[src/rtl/ehp_pkg.sv]
// Shared types and constants for the Ethernet/IPv4/L4 header parser.
package ehp_pkg;

  localparam logic [15:0] MAX_FRAME_BYTES  = 16'hFFFF;
  localparam logic [15:0] ETH_HDR_BYTES    = 16'd14;
  localparam logic [5:0]  MIN_IP_HDR_BYTES = 6'd20;
  localparam logic [15:0] UDP_HDR_BYTES    = 16'd8;
  localparam logic [5:0]  MIN_TCP_HDR_BYTES = 6'd20;
  // TCP header must reach the flags byte before the offset is trusted
  localparam logic [15:0] TCP_FLAGS_END    = 16'd14;
  localparam logic [15:0] ETYPE_IPV4       = 16'h0800;
  localparam logic [15:0] ETYPE_ARP        = 16'h0806;
  localparam logic [7:0]  PROTO_TCP        = 8'd6;
  localparam logic [7:0]  PROTO_UDP        = 8'd17;

  typedef enum logic [2:0] {
    ST_OK          = 3'd0,
    ST_BAD_IP      = 3'd1,
    ST_BAD_UDP_LEN = 3'd2,
    ST_BAD_TCP_OFF = 3'd3,
    ST_TRUNC       = 3'd4
  } status_t;

  typedef enum logic [1:0] {
    CLS_OTHER = 2'd0,
    CLS_ARP   = 2'd1,
    CLS_IPV4  = 2'd2
  } frame_class_t;

  // Everything captured from one frame, handed from front to back.
  typedef struct packed {
    logic [15:0]  frame_len;
    frame_class_t frame_class;
    logic [47:0]  dest_mac;
    logic [47:0]  src_mac;
    logic [3:0]   ip_words;
    logic [7:0]   protocol;
    logic [31:0]  src_ip;
    logic [31:0]  dest_ip;
    logic [15:0]  src_port;
    logic [15:0]  dest_port;
    logic [15:0]  udp_length;
    logic [3:0]   tcp_words;
    logic [7:0]   tcp_flags;
    logic [31:0]  tcp_sequence;
  } frame_rec_t;

  // Queue side status seen by front and back.
  typedef struct packed {
    logic full;
    logic empty;
  } queue_stat_t;

endpackage

[src/rtl/ehp_front.sv]
// Byte front end: frame position counter and header field capture.
module ehp_front import ehp_pkg::*; (
  input  logic        clk,
  input  logic        rst_n,
  input  logic        in_valid,
  output logic        in_stall,
  input  logic [7:0]  in_data_byte,
  input  logic        in_last_byte,
  input  queue_stat_t q_stat,
  output logic        push,
  output frame_rec_t  push_rec
);

  logic [15:0] idx_r;
  logic [47:0] dmac_r, dmac_nxt;
  logic [47:0] smac_r, smac_nxt;
  logic [15:0] etype_r, etype_nxt;
  logic [3:0]  ihl_r, ihl_nxt;
  logic [7:0]  proto_r, proto_nxt;
  logic [31:0] sip_r, sip_nxt;
  logic [31:0] dip_r, dip_nxt;
  logic [15:0] sport_r, sport_nxt;
  logic [15:0] dport_r, dport_nxt;
  logic [15:0] ulen_r, ulen_nxt;
  logic [3:0]  toff_r, toff_nxt;
  logic [7:0]  tflags_r, tflags_nxt;
  logic [31:0] tseq_r, tseq_nxt;

  logic        accept;
  logic        cap_en;
  logic [15:0] l4_start;
  logic        l4_hit;
  logic [15:0] rel;
  logic [15:0] frame_len;
  frame_class_t cls;

  assign in_stall = q_stat.full;
  assign accept   = in_valid && !in_stall;
  assign cap_en   = (idx_r != MAX_FRAME_BYTES);

  // L4 header starts after Ethernet + IHL words
  assign l4_start = ETH_HDR_BYTES + {10'd0, ihl_r, 2'b00};
  assign l4_hit   = ({ihl_r, 2'b00} >= MIN_IP_HDR_BYTES) && (idx_r >= l4_start);
  assign rel      = idx_r - l4_start;

  always_comb begin
    dmac_nxt   = dmac_r;
    smac_nxt   = smac_r;
    etype_nxt  = etype_r;
    ihl_nxt    = ihl_r;
    proto_nxt  = proto_r;
    sip_nxt    = sip_r;
    dip_nxt    = dip_r;
    sport_nxt  = sport_r;
    dport_nxt  = dport_r;
    ulen_nxt   = ulen_r;
    toff_nxt   = toff_r;
    tflags_nxt = tflags_r;
    tseq_nxt   = tseq_r;
    if (cap_en) begin
      if (idx_r < 16'd6) begin
        dmac_nxt = {dmac_r[39:0], in_data_byte};
      end else if (idx_r < 16'd12) begin
        smac_nxt = {smac_r[39:0], in_data_byte};
      end else if (idx_r < ETH_HDR_BYTES) begin
        etype_nxt = {etype_r[7:0], in_data_byte};
      end
      if (idx_r == 16'd14) ihl_nxt = in_data_byte[3:0];
      if (idx_r == 16'd23) proto_nxt = in_data_byte;
      if (idx_r >= 16'd26 && idx_r <= 16'd29) sip_nxt = {sip_r[23:0], in_data_byte};
      if (idx_r >= 16'd30 && idx_r <= 16'd33) dip_nxt = {dip_r[23:0], in_data_byte};
      if (l4_hit) begin
        if (rel < 16'd2) begin
          sport_nxt = {sport_r[7:0], in_data_byte};
        end else if (rel < 16'd4) begin
          dport_nxt = {dport_r[7:0], in_data_byte};
        end
        if (rel == 16'd4 || rel == 16'd5) ulen_nxt = {ulen_r[7:0], in_data_byte};
        if (rel >= 16'd4 && rel <= 16'd7) tseq_nxt = {tseq_r[23:0], in_data_byte};
        if (rel == 16'd12) toff_nxt = in_data_byte[7:4];
        if (rel == 16'd13) tflags_nxt = in_data_byte;
      end
    end
  end

  // length saturates once the counter parks at the max
  assign frame_len = cap_en ? (idx_r + 16'd1) : MAX_FRAME_BYTES;

  always_comb begin
    if (frame_len < ETH_HDR_BYTES) begin
      cls = CLS_OTHER;
    end else if (etype_nxt == ETYPE_IPV4) begin
      cls = CLS_IPV4;
    end else if (etype_nxt == ETYPE_ARP) begin
      cls = CLS_ARP;
    end else begin
      cls = CLS_OTHER;
    end
  end

  assign push = accept && in_last_byte;

  always_comb begin
    push_rec.frame_len    = frame_len;
    push_rec.frame_class  = cls;
    push_rec.dest_mac     = dmac_nxt;
    push_rec.src_mac      = smac_nxt;
    push_rec.ip_words     = ihl_nxt;
    push_rec.protocol     = proto_nxt;
    push_rec.src_ip       = sip_nxt;
    push_rec.dest_ip      = dip_nxt;
    push_rec.src_port     = sport_nxt;
    push_rec.dest_port    = dport_nxt;
    push_rec.udp_length   = ulen_nxt;
    push_rec.tcp_words    = toff_nxt;
    push_rec.tcp_flags    = tflags_nxt;
    push_rec.tcp_sequence = tseq_nxt;
  end

  always_ff @(posedge clk) begin
    if (!rst_n || push) begin
      idx_r    <= '0;
      dmac_r   <= '0;
      smac_r   <= '0;
      etype_r  <= '0;
      ihl_r    <= '0;
      proto_r  <= '0;
      sip_r    <= '0;
      dip_r    <= '0;
      sport_r  <= '0;
      dport_r  <= '0;
      ulen_r   <= '0;
      toff_r   <= '0;
      tflags_r <= '0;
      tseq_r   <= '0;
    end else if (accept) begin
      if (cap_en) idx_r <= idx_r + 16'd1;
      dmac_r   <= dmac_nxt;
      smac_r   <= smac_nxt;
      etype_r  <= etype_nxt;
      ihl_r    <= ihl_nxt;
      proto_r  <= proto_nxt;
      sip_r    <= sip_nxt;
      dip_r    <= dip_nxt;
      sport_r  <= sport_nxt;
      dport_r  <= dport_nxt;
      ulen_r   <= ulen_nxt;
      toff_r   <= toff_nxt;
      tflags_r <= tflags_nxt;
      tseq_r   <= tseq_nxt;
    end
  end

endmodule

[src/rtl/ehp_queue.sv]
// Two-entry record queue between front and back.
module ehp_queue import ehp_pkg::*; (
  input  logic        clk,
  input  logic        rst_n,
  input  logic        push,
  input  frame_rec_t  push_rec,
  input  logic        pop,
  output frame_rec_t  head_rec,
  output queue_stat_t q_stat
);

  frame_rec_t  mem_r [2];
  logic        wr_ptr_r;
  logic        rd_ptr_r;
  logic [1:0]  cnt_r;

  assign q_stat.full  = (cnt_r == 2'd2);
  assign q_stat.empty = (cnt_r == 2'd0);
  assign head_rec     = mem_r[rd_ptr_r];

  always_ff @(posedge clk) begin
    if (push) mem_r[wr_ptr_r] <= push_rec;
  end

  always_ff @(posedge clk) begin
    if (!rst_n) begin
      wr_ptr_r <= 1'b0;
      rd_ptr_r <= 1'b0;
      cnt_r    <= 2'd0;
    end else begin
      if (push) wr_ptr_r <= ~wr_ptr_r;
      if (pop)  rd_ptr_r <= ~rd_ptr_r;
      case ({push, pop})
        2'b10:   cnt_r <= cnt_r + 2'd1;
        2'b01:   cnt_r <= cnt_r - 2'd1;
        default: cnt_r <= cnt_r;
      endcase
    end
  end

  a_no_overflow: assert property (@(posedge clk) disable iff (!rst_n)
    push |-> !q_stat.full)
    else $error("queue push while full");

  a_no_underflow: assert property (@(posedge clk) disable iff (!rst_n)
    pop |-> !q_stat.empty)
    else $error("queue pop while empty");

  a_cnt_range: assert property (@(posedge clk) disable iff (!rst_n)
    cnt_r != 2'd3)
    else $error("queue count out of range");

  a_ptr_match: assert property (@(posedge clk) disable iff (!rst_n)
    (cnt_r == 2'd0 || cnt_r == 2'd2) |-> (wr_ptr_r == rd_ptr_r))
    else $error("queue pointers disagree with count");

endmodule

[src/rtl/ehp_back.sv]
// Back end: header checks, payload length and the output register.
module ehp_back import ehp_pkg::*; (
  input  logic        clk,
  input  logic        rst_n,
  input  frame_rec_t  head_rec,
  input  queue_stat_t q_stat,
  output logic        pop,
  output logic        out_valid,
  input  logic        out_stall,
  output logic [2:0]  out_status,
  output logic [1:0]  out_frame_class,
  output logic [47:0] out_dest_mac,
  output logic [47:0] out_src_mac,
  output logic [31:0] out_src_ip,
  output logic [31:0] out_dest_ip,
  output logic [7:0]  out_ip_protocol,
  output logic [15:0] out_src_port,
  output logic [15:0] out_dest_port,
  output logic [7:0]  out_tcp_flag_bits,
  output logic [31:0] out_tcp_sequence,
  output logic [15:0] out_payload_len
);

  logic        valid_r;
  logic [2:0]  status_r;
  logic [1:0]  class_r;
  logic [47:0] dmac_r;
  logic [47:0] smac_r;
  logic [31:0] sip_r;
  logic [31:0] dip_r;
  logic [7:0]  proto_r;
  logic [15:0] sport_r;
  logic [15:0] dport_r;
  logic [7:0]  flags_r;
  logic [31:0] seq_r;
  logic [15:0] pay_r;
  status_t     st;
  logic [15:0] pay;
  logic        ports;
  logic        tcp;
  logic        is_ip;
  logic [15:0] ip_end;
  logic [15:0] tcp_hdr;
  logic [15:0] len;

  assign len     = head_rec.frame_len;
  assign is_ip   = (head_rec.frame_class == CLS_IPV4);
  assign ip_end  = ETH_HDR_BYTES + {10'd0, head_rec.ip_words, 2'b00};
  assign tcp_hdr = {10'd0, head_rec.tcp_words, 2'b00};

  always_comb begin
    st    = ST_OK;
    pay   = '0;
    ports = 1'b0;
    tcp   = 1'b0;
    if (len < ETH_HDR_BYTES) st = ST_TRUNC;
    if (is_ip) begin
      if (len < ETH_HDR_BYTES + 16'd1) begin
        st = ST_TRUNC;
      end else if ({head_rec.ip_words, 2'b00} < MIN_IP_HDR_BYTES) begin
        st = ST_BAD_IP;
      end else if (len < ip_end) begin
        st = ST_TRUNC;
      end else if (head_rec.protocol == PROTO_UDP) begin
        if (len < ip_end + UDP_HDR_BYTES) begin
          st = ST_TRUNC;
        end else if (head_rec.udp_length < UDP_HDR_BYTES) begin
          st = ST_BAD_UDP_LEN;
        end else begin
          pay   = len - ip_end - UDP_HDR_BYTES;
          ports = 1'b1;
        end
      end else if (head_rec.protocol == PROTO_TCP) begin
        if (len < ip_end + TCP_FLAGS_END) begin
          st = ST_TRUNC;
        end else if ({head_rec.tcp_words, 2'b00} < MIN_TCP_HDR_BYTES) begin
          st = ST_BAD_TCP_OFF;
        end else if (len < ip_end + tcp_hdr) begin
          st = ST_TRUNC;
        end else begin
          pay   = len - ip_end - tcp_hdr;
          ports = 1'b1;
          tcp   = 1'b1;
        end
      end
    end
  end

  assign pop       = !q_stat.empty && (!valid_r || !out_stall);
  assign out_valid = valid_r;

  assign out_status        = status_r;
  assign out_frame_class   = class_r;
  assign out_dest_mac      = dmac_r;
  assign out_src_mac       = smac_r;
  assign out_src_ip        = sip_r;
  assign out_dest_ip       = dip_r;
  assign out_ip_protocol   = proto_r;
  assign out_src_port      = sport_r;
  assign out_dest_port     = dport_r;
  assign out_tcp_flag_bits = flags_r;
  assign out_tcp_sequence  = seq_r;
  assign out_payload_len   = pay_r;

  always_ff @(posedge clk) begin
    if (!rst_n) begin
      valid_r <= 1'b0;
    end else if (pop) begin
      valid_r <= 1'b1;
    end else if (!out_stall) begin
      valid_r <= 1'b0;
    end
  end

  always_ff @(posedge clk) begin
    if (pop) begin
      status_r <= st;
      class_r  <= head_rec.frame_class;
      dmac_r   <= head_rec.dest_mac;
      smac_r   <= head_rec.src_mac;
      sip_r    <= is_ip ? head_rec.src_ip : 32'd0;
      dip_r    <= is_ip ? head_rec.dest_ip : 32'd0;
      proto_r  <= is_ip ? head_rec.protocol : 8'd0;
      sport_r  <= ports ? head_rec.src_port : 16'd0;
      dport_r  <= ports ? head_rec.dest_port : 16'd0;
      flags_r  <= tcp ? head_rec.tcp_flags : 8'd0;
      seq_r    <= tcp ? head_rec.tcp_sequence : 32'd0;
      pay_r    <= pay;
    end
  end

  a_err_no_payload: assert property (@(posedge clk) disable iff (!rst_n)
    (valid_r && out_status != ST_OK) |-> (out_payload_len == 16'd0
      && out_src_port == 16'd0 && out_dest_port == 16'd0))
    else $error("failed frame carries L4 fields");

  a_flags_tcp_only: assert property (@(posedge clk) disable iff (!rst_n)
    (valid_r && out_tcp_flag_bits != 8'd0) |-> (out_ip_protocol == PROTO_TCP
      && out_frame_class == CLS_IPV4))
    else $error("TCP flags on a non-TCP record");

  a_ip_gated: assert property (@(posedge clk) disable iff (!rst_n)
    (valid_r && out_frame_class != CLS_IPV4) |-> (out_src_ip == 32'd0
      && out_dest_ip == 32'd0 && out_ip_protocol == 8'd0))
    else $error("IP fields on a non-IPv4 record");

  a_hold_on_stall: assert property (@(posedge clk) disable iff (!rst_n)
    (valid_r && out_stall) |=> (valid_r && !$past(pop)))
    else $error("output register reloaded while stalled");

endmodule

[src/rtl/eth_ipv4_l4_header_parser_core.sv]
// Top level of the Ethernet/IPv4/TCP/UDP header parser.
//
// Usage:
//   Input channel (in_*): one captured frame byte per request, in wire order,
//   with in_last_byte set on the final byte. A request is taken at a rising
//   edge with in_valid high and in_stall low. Bytes go in one per cycle while
//   in_stall is low; it rises only when the two-entry record queue is full.
//   Result channel (out_*): one record per frame, taken at an edge with
//   out_valid high and out_stall low.
// Path: a frame's record goes from front capture into the queue when its last
//   byte is taken, then through the back check into the output register.
// Throughput: one byte per cycle while in_stall is low; back-to-back
//   single-byte frames still flow at one per cycle as long as out_stall stays
//   low, since the back stage pops one record per cycle from the queue.
// Stall: while out_stall is high the output register holds its record; the
//   queue soaks up two more finished frames, after which in_stall holds the
//   byte stream until a record is taken.
// Reset (rst_n low, synchronous): clears the byte counter, all capture
//   registers, the queue and the output valid.
module eth_ipv4_l4_header_parser_core import ehp_pkg::*; (
  input  logic        clk,
  input  logic        rst_n,
  input  logic        in_valid,
  output logic        in_stall,
  input  logic [7:0]  in_data_byte,
  input  logic        in_last_byte,
  output logic        out_valid,
  input  logic        out_stall,
  output logic [2:0]  out_status,
  output logic [1:0]  out_frame_class,
  output logic [47:0] out_dest_mac,
  output logic [47:0] out_src_mac,
  output logic [31:0] out_src_ip,
  output logic [31:0] out_dest_ip,
  output logic [7:0]  out_ip_protocol,
  output logic [15:0] out_src_port,
  output logic [15:0] out_dest_port,
  output logic [7:0]  out_tcp_flag_bits,
  output logic [31:0] out_tcp_sequence,
  output logic [15:0] out_payload_len
);

  logic        push;
  logic        pop;
  frame_rec_t  push_rec;
  frame_rec_t  head_rec;
  queue_stat_t q_stat;

  // front: per-byte capture, emits a record on the last byte
  ehp_front u_front (
    .clk          (clk),
    .rst_n        (rst_n),
    .in_valid     (in_valid),
    .in_stall     (in_stall),
    .in_data_byte (in_data_byte),
    .in_last_byte (in_last_byte),
    .q_stat       (q_stat),
    .push         (push),
    .push_rec     (push_rec)
  );

  // decouples the byte stream from the result handshake
  ehp_queue u_queue (
    .clk      (clk),
    .rst_n    (rst_n),
    .push     (push),
    .push_rec (push_rec),
    .pop      (pop),
    .head_rec (head_rec),
    .q_stat   (q_stat)
  );

  // back: header validity checks, payload length, output register
  ehp_back u_back (
    .clk                (clk),
    .rst_n              (rst_n),
    .head_rec           (head_rec),
    .q_stat             (q_stat),
    .pop                (pop),
    .out_valid          (out_valid),
    .out_stall          (out_stall),
    .out_status         (out_status),
    .out_frame_class    (out_frame_class),
    .out_dest_mac       (out_dest_mac),
    .out_src_mac        (out_src_mac),
    .out_src_ip         (out_src_ip),
    .out_dest_ip        (out_dest_ip),
    .out_ip_protocol    (out_ip_protocol),
    .out_src_port       (out_src_port),
    .out_dest_port      (out_dest_port),
    .out_tcp_flag_bits  (out_tcp_flag_bits),
    .out_tcp_sequence   (out_tcp_sequence),
    .out_payload_len    (out_payload_len)
  );

endmodule
[config.mk]
export PLATFORM = sky130hd
export DESIGN_NAME = eth_ipv4_l4_header_parser_core
export DESIGN_NICKNAME = d
export VERILOG_FILES = /design/src/rtl/ehp_pkg.sv /design/src/rtl/ehp_front.sv /design/src/rtl/ehp_queue.sv /design/src/rtl/ehp_back.sv /design/src/rtl/eth_ipv4_l4_header_parser_core.sv
export SDC_FILE = /design/constraint.sdc
export NUM_CORES = 2
export LEC_CHECK = 0
export BUFFER_PORTS_ARGS = -buffer_cell sky130_fd_sc_hd__buf_2
export CORE_MARGIN = 8
export CORE_UTILIZATION = 55
export CTS_CLUSTER_DIAMETER = 40
export DETAILED_ROUTE_END_ITERATION = 16
export PLACE_DENSITY = 0.76
export SLEW_MARGIN = 20
export SYNTH_ARGS = -nofsm -noshare
export SYNTH_HDL_FRONTEND = slang
export SYNTH_SLANG_ARGS = --single-unit
[constraint.sdc]
create_clock -name clk -period 18 [get_ports clk]
set_input_delay 2.7 -clock clk [delete_from_list [all_inputs] [get_ports clk]]
set_output_delay 2.7 -clock clk [all_outputs]
set_load 0.02 [all_outputs]
* Word level (Yosys, flattened, before mapping) *
Memory sizes are Yosys's and may differ from the RTL's. A register that Yosys moved wholly into a read port is not among the register bits.
Cells that the tools add are included.

word-level totals
  register bits = 562
  RAM bits = 564
  input bits = 13
  output and inout bits = 263
  logic and storage cells = 186
  memories = 1

memory list
  name           depth  width  read ports  clocked after memory_dff  write ports  RTL line         source
  u_queue.mem_r  2      282    1           1                         1            ehp_queue.sv:12  frame_rec_t mem_r [2];

operators by class
  add/sub/neg operators = 12
  order comparisons = 23
  equality and inequality tests = 16
  mux-type cells = 82
  bitwise operators = 3
  reduce and logical (&&, ||, !) cells = 19

operator list
  kind                   count
  $mux 16                22
  $mux 48                5
  $mux 32                7
  $lt 16x4->1 const B    6
  $lt 16x16->1           4
  $eq 16x4->1 const B    3
  $mux 8                 5
  $mux 3                 12
  $add 16x4->16 const B  2
  $eq 16x12->1 const B   2
  $eq 16x3->1 const B    2
  $ge 16x5->1 const B    2
  $lt 16x3->1 const B    2
  $sub 16x16->16         2
  $mux 1                 23
  $mux 4                 5
  $add 16x1->16 const B  1
  $add 16x6->16          1
  $eq 16x5->1 const B    1
  $ge 16x16->1           1
  $ge 16x3->1 const B    1
  $le 16x3->1 const B    1
  $le 16x5->1 const B    1
  $le 16x6->1 const B    1
  24 further kinds       43

* Longest topological paths before layout *
  depth in word-level cells = 12
  depth in mapped cells = 23
  gate-level depth less buffers = 17

* Modules after synthesis *
From an unflattened synthesis, not the netlist that was laid out.

second synthesis, totals
  cell total of the unflattened synthesis = 3332
  area total of the unflattened synthesis = 46722.3 um^2

by module, submodules not included
  module     times used  cells an instance  area an instance (um^2)  sequential area each (um^2)
  ehp_queue  1           899                20553.5                  17036.3
  ehp_front  1           1709               15203.3                  5925.7
  ehp_back   1           724                10965.5                  7857.5

* Worst setup path after synthesis *
OpenSTA, ideal clock, no wires.

  path kind = input-to-reg
  from = input out_stall
  to = register u_queue.cnt_r[1]
  library setup time = 0.076 ns
  arrival time = 17.639 ns
  required time = 17.924 ns
  slack = 0.285 ns
  stages on the path = 4
  buffers on the path = 0
  cells stage by stage = a21oi_1 ha_1 or3_1 a21boi_0

between the ends
  cells in the longest elaborated chain, start to end = 5
  elaborated cells between the ends (all ways) = 7

ends and longest elaborated chain
  what                                             RTL line                              source
  start: declaration                               eth_ipv4_l4_header_parser_core.sv:28  input logic out_stall,
  $logic_not 1->1 (*)                              ehp_back.sv:89                        assign pop = !q_stat.empty && (!valid_r || !out_stall);
  $logic_or 1x1->1 (*)                             ehp_back.sv:89
  $logic_and 1x1->1 (*)                            ehp_back.sv:89
  $eq 2x1->1 or $eq 2x2->1 (tied branches)         ehp_queue.sv:33                       case ({push, pop})
  $pmux 2 s2 or $reduce_bool 2->1 (tied branches)  n/a
  end signal: assignment                           ehp_queue.sv:34                       2'b10: cnt_r <= cnt_r + 2'd1;
  end signal: assignment                           ehp_queue.sv:35                       2'b01: cnt_r <= cnt_r - 2'd1;
  end signal: assignment                           ehp_queue.sv:36                       default: cnt_r <= cnt_r;
  end: declaration                                 ehp_queue.sv:15                       logic [1:0] cnt_r;

Every way passes the cells marked *; elsewhere a longest branch is shown, timed or not.
A chain may end at the register's enable or synchronous reset.

* Worst setup path after layout *
  from = input in_valid
  to = memory u_queue.mem_r[0][89] in the netlist's numbering (enable)

between the ends
  cells in the longest elaborated chain, start to end = 4

ends and longest elaborated chain
  what                          RTL line                              source
  start: declaration            eth_ipv4_l4_header_parser_core.sv:23  input logic in_valid,
  $logic_and 1x1->1             ehp_front.sv:38                       assign accept = in_valid && !in_stall;
  $logic_and 1x1->1             ehp_front.sv:101                      assign push = accept && in_last_byte;
  $mux 1                        ehp_queue.sv:22                       if (push) mem_r[wr_ptr_r] <= push_rec;
  $mux 1 (not written as such)  ehp_queue.sv:22
  end: declaration              ehp_queue.sv:12

No other way between the ends.

==> summary.txt <==
Clock network
  • Clk sinks: 1121
  • CTS-repair resized insts: 0
  • CTS Hold Bufs: 0
  • Clk buf depth: 3
  • Worst-path clk slew: 0.05 ns
  • Clk root buf: clkbuf_16
  • CTS HTree Levels: 4
  • Setup Fix Bufs, Post-CTS: 0
  • CTS tree: done
  • CTS Buf Count: 137
  • Clk Latency, worst-skew pair: 0.73 ns

Final layout
  • Most frequent cells in the layout: 819 x edfxtp_1, 418 x nor2_1, 360 x mux2_2, 301 x dfxtp_1, 296 x nand2_1
  • Commonest non-fill, non-tap cell in the layout: edfxtp_1
  • Reg area: 0.0306 mm²
  • Nets: 3622
  • Share of post-route cells with drive strength above 1: 25.7%
  • Area Growth Syn to Fin: 15.8%
  • Fill count: 5899
  • Area of the multi-input gates: 0.0137 mm²

Timing
  • Final Hold Fails: 0
  • Skew final: 0.0331 ns
  • RSZ-0062 raised after global routing: false
  • Final min period: 6.23 ns
  • Slew @ Worst Pin: 1.08 ns
  • Count of final max-slew check failures: 0
  • Highest clock rate: 160 MHz
  • Relative slew slack: 27.7%
  • Final setup margin: 11.77 ns
  • Fin crit share: 34.6%
  • Setup violations, final: 0
  • Setup_tns: 0 ns

Drt
  • Vias: 26400
  • Vias per cell: 5.55
  • Iter 0 DRT Violations: 1892
  • Initial DRT Pass Iterations: 8
  • Remaining DRCs: 0
  • Final wirelength: 95500 µm
  • WL/cell: 20.1 µm
  • DRT antenna net count: 0

Global routing
  • Vias in the first global route: 26200
  • Congestion Overflow GR: 0
  • Initial antenna violation count: 3
  • Total global-route track usage: 20.5%
  • First-pass GRT wire length: 148000 µm
  • Largest net degree at the start of global routing: 149

Floorplanning
  • Die ar.: 0.0917 mm²
  • Die X: 303 µm
  • Core area: 0.0817 mm²
  • Chip height: 303 µm
  • Initial Util: 55.4%
  • Ports: 276
  • Floorplan row count: 105

Setup path
  • Crit Path Category: input port to flip-flop
  • Startpoint Class: input port
  • CP arrival: 6.56 ns
  • Reg2Reg Depth: 18
  • Worst R2R End: u_back.out_payload_len[14]
  • Crit end category: flip-flop
  • Required @ worst endpoint: 18.33 ns
  • Reg2Reg Setup Slack: 12.01 ns
  • Critical path peak fanout: 76

Run status
  • Status: finished, final reports clean

Logic synthesis
  • Post-synth design cell area: 0.0452 mm²
  • Avg Inst Size Synth: 13.7 µm²
  • Synthesized Nets: 3360
  • Yosys warning count: 0
  • Post-synth EDFFs: 819
  • Post-synthesis sequential area ratio: 67.7%
  • Distinct cells, synth: 87
  • Synth Register Bits: 1121
  • Cell count after synthesis: 3300
  • Asr flop ratio synth: 0%
  • Primary FF master, synth: edfxtp_1

Place
  • Final Wtd Congestion: 0.863
  • Setup slack at placement: 10.97 ns
  • Buffers on Ports: 275
  • DP Wirelength: 58000 µm

Pwr
  • Maximum vdd drop: 0.101 mV
  • Leak pwr: 19.7 nW
  • P per Cell Area: 150 mW/mm²

Hold path
  • Hold Crit Class: flip-flop to flip-flop
  • Min-Delay Endpoint: u_front.dmac_r[40]
  • Worst Hold Launch: u_front.dmac_r[40]
  • Hold Path Stages: 2

Run
  • MaxCap Viol Count: 0
==> sequential cells by signal (all words and copies together) (netlist names), 48 cells and up, named ones only <==
signal / flops
u_front.dmac_r: 48
u_queue.mem_r: 558
u_front.smac_r: 48
u_back.out_src_mac: 48
u_back.out_dest_mac: 48
==> where the power goes <==
| part | internal [mW] | switching, mW |
|---|---|---|
| clock network | 1.67 | 1.13 |
| logic | 0.539 | 1.13 |
| registers | 3.25 | 0.139 |
| total | 5.46 | 2.40 |
==> worst max-delay path: stages <==
cell and delay (ns):
buf_2 0.12, and2_4 0.54, nand2_1 0.33, nor2_4 0.14
buf_4 0.72, buf_4 0.86, buf_4 0.96
==> per-layer routing <==
metal	track usage (%)	part of all wire (%)
met5	0	0
met4	6.98	2.5
met3	3.63	5.3
met1	26.6	42
met2	34.8	50
==> area by class of cell <==
type	instances	share of cell area, %
Sequential cell	1121	58.5
Multi-Input combinational cell	1949	26.2
Clock buffer	175	7.31
Timing Repair Buffer	309	3.18
Tap cell	1070	2.56
Clock inverter	81	1.93
Inverter	44	0.315
Antenna cell	1	0.00478
==> logic make-up (layout without fill, tap and decap cells) <==
group,count (synthesis),after routing,synth area share [%]
adder cells (fa/ha/maj),48,48,1.39
multiplexers,624,624,14.9
buffers and inverters,230,609,2.05
flip-flops,1121,1121,67.7
XOR/XNOR,51,51,1.05
AND/OR/NAND/NOR,959,959,9.23
AO/OA/AOI/OAI,266,266,3.63
other,1,2,0.00829
==> cell usage after synthesis, types with 5 or more instances <==
| cell | count | area share, % |
|---|---|---|
| nor4_1 | 11 | 0.15 |
| a31oi_1 | 9 | 0.12 |
| and3_1 | 6 | 0.083 |
| nand2_1 | 298 | 2.5 |
| a211oi_1 | 7 | 0.12 |
| nand4_1 | 17 | 0.24 |
| mux2_2 | 360 | 9.0 |
| ha_1 | 43 | 1.2 |
| nor4b_1 | 5 | 0.097 |
| nor3_1 | 87 | 0.96 |
| mux2i_1 | 251 | 5.6 |
| nand2b_1 | 12 | 0.17 |
| xor2_1 | 23 | 0.45 |
| dfxtp_1 | 302 | 13 |
| nor2_1 | 419 | 3.5 |
| buf_2 | 21 | 0.23 |
| or3_1 | 14 | 0.19 |
| a21oi_1 | 142 | 1.6 |
| nand3_1 | 37 | 0.41 |
| nor2b_1 | 6 | 0.083 |
| or4_1 | 5 | 0.083 |
| o21a_1 | 6 | 0.10 |
| clkbuf_1 | 124 | 1.0 |
| buf_1 | 34 | 0.28 |
| and2_1 | 10 | 0.14 |
| inv_1 | 40 | 0.33 |
| xnor2_1 | 25 | 0.48 |
| edfxtp_1 | 819 | 54 |
| mux2_1 | 9 | 0.22 |
| a21o_1 | 13 | 0.22 |
| o22ai_1 | 9 | 0.12 |
| o21ai_0 | 37 | 0.41 |
==> per-stage QoR <==
step,hold slack [ns],util [%],instances,area [µm²],total power [mW]
floorplan,0.433,-,3300,45200,4.70
global placement,0.438,58.2,4492,47500,5.10
detailed placement,0.444,58.2,4493,47600,5.13
CTS,0.452,64.1,4749,52400,7.94
global route,0.468,64.1,4750,52400,8.18
finish,0.452,64.1,4750,52400,7.86
==> worst max-delay path by stage <==
| stage | endpoint | slack [ns] | startpoint | depth (start not counted) |
|---|---|---|---|---|
| global placement | u_queue.mem_r[0][69] | 11.02 | in_valid | 7 |
| CTS | u_queue.mem_r[0][58] | 11.71 | in_valid | 7 |
| detailed placement | u_queue.mem_r[0][61] | 10.97 | in_valid | 7 |
| global route | u_queue.mem_r[0][89] | 11.53 | in_valid | 7 |
| floorplan | u_queue.cnt_r[1] | 0.29 | out_stall | 4 |
| finish | u_queue.mem_r[0][89] | 11.77 | in_valid | 7 |
No activity file was read; power rests on OpenSTA's default activity.
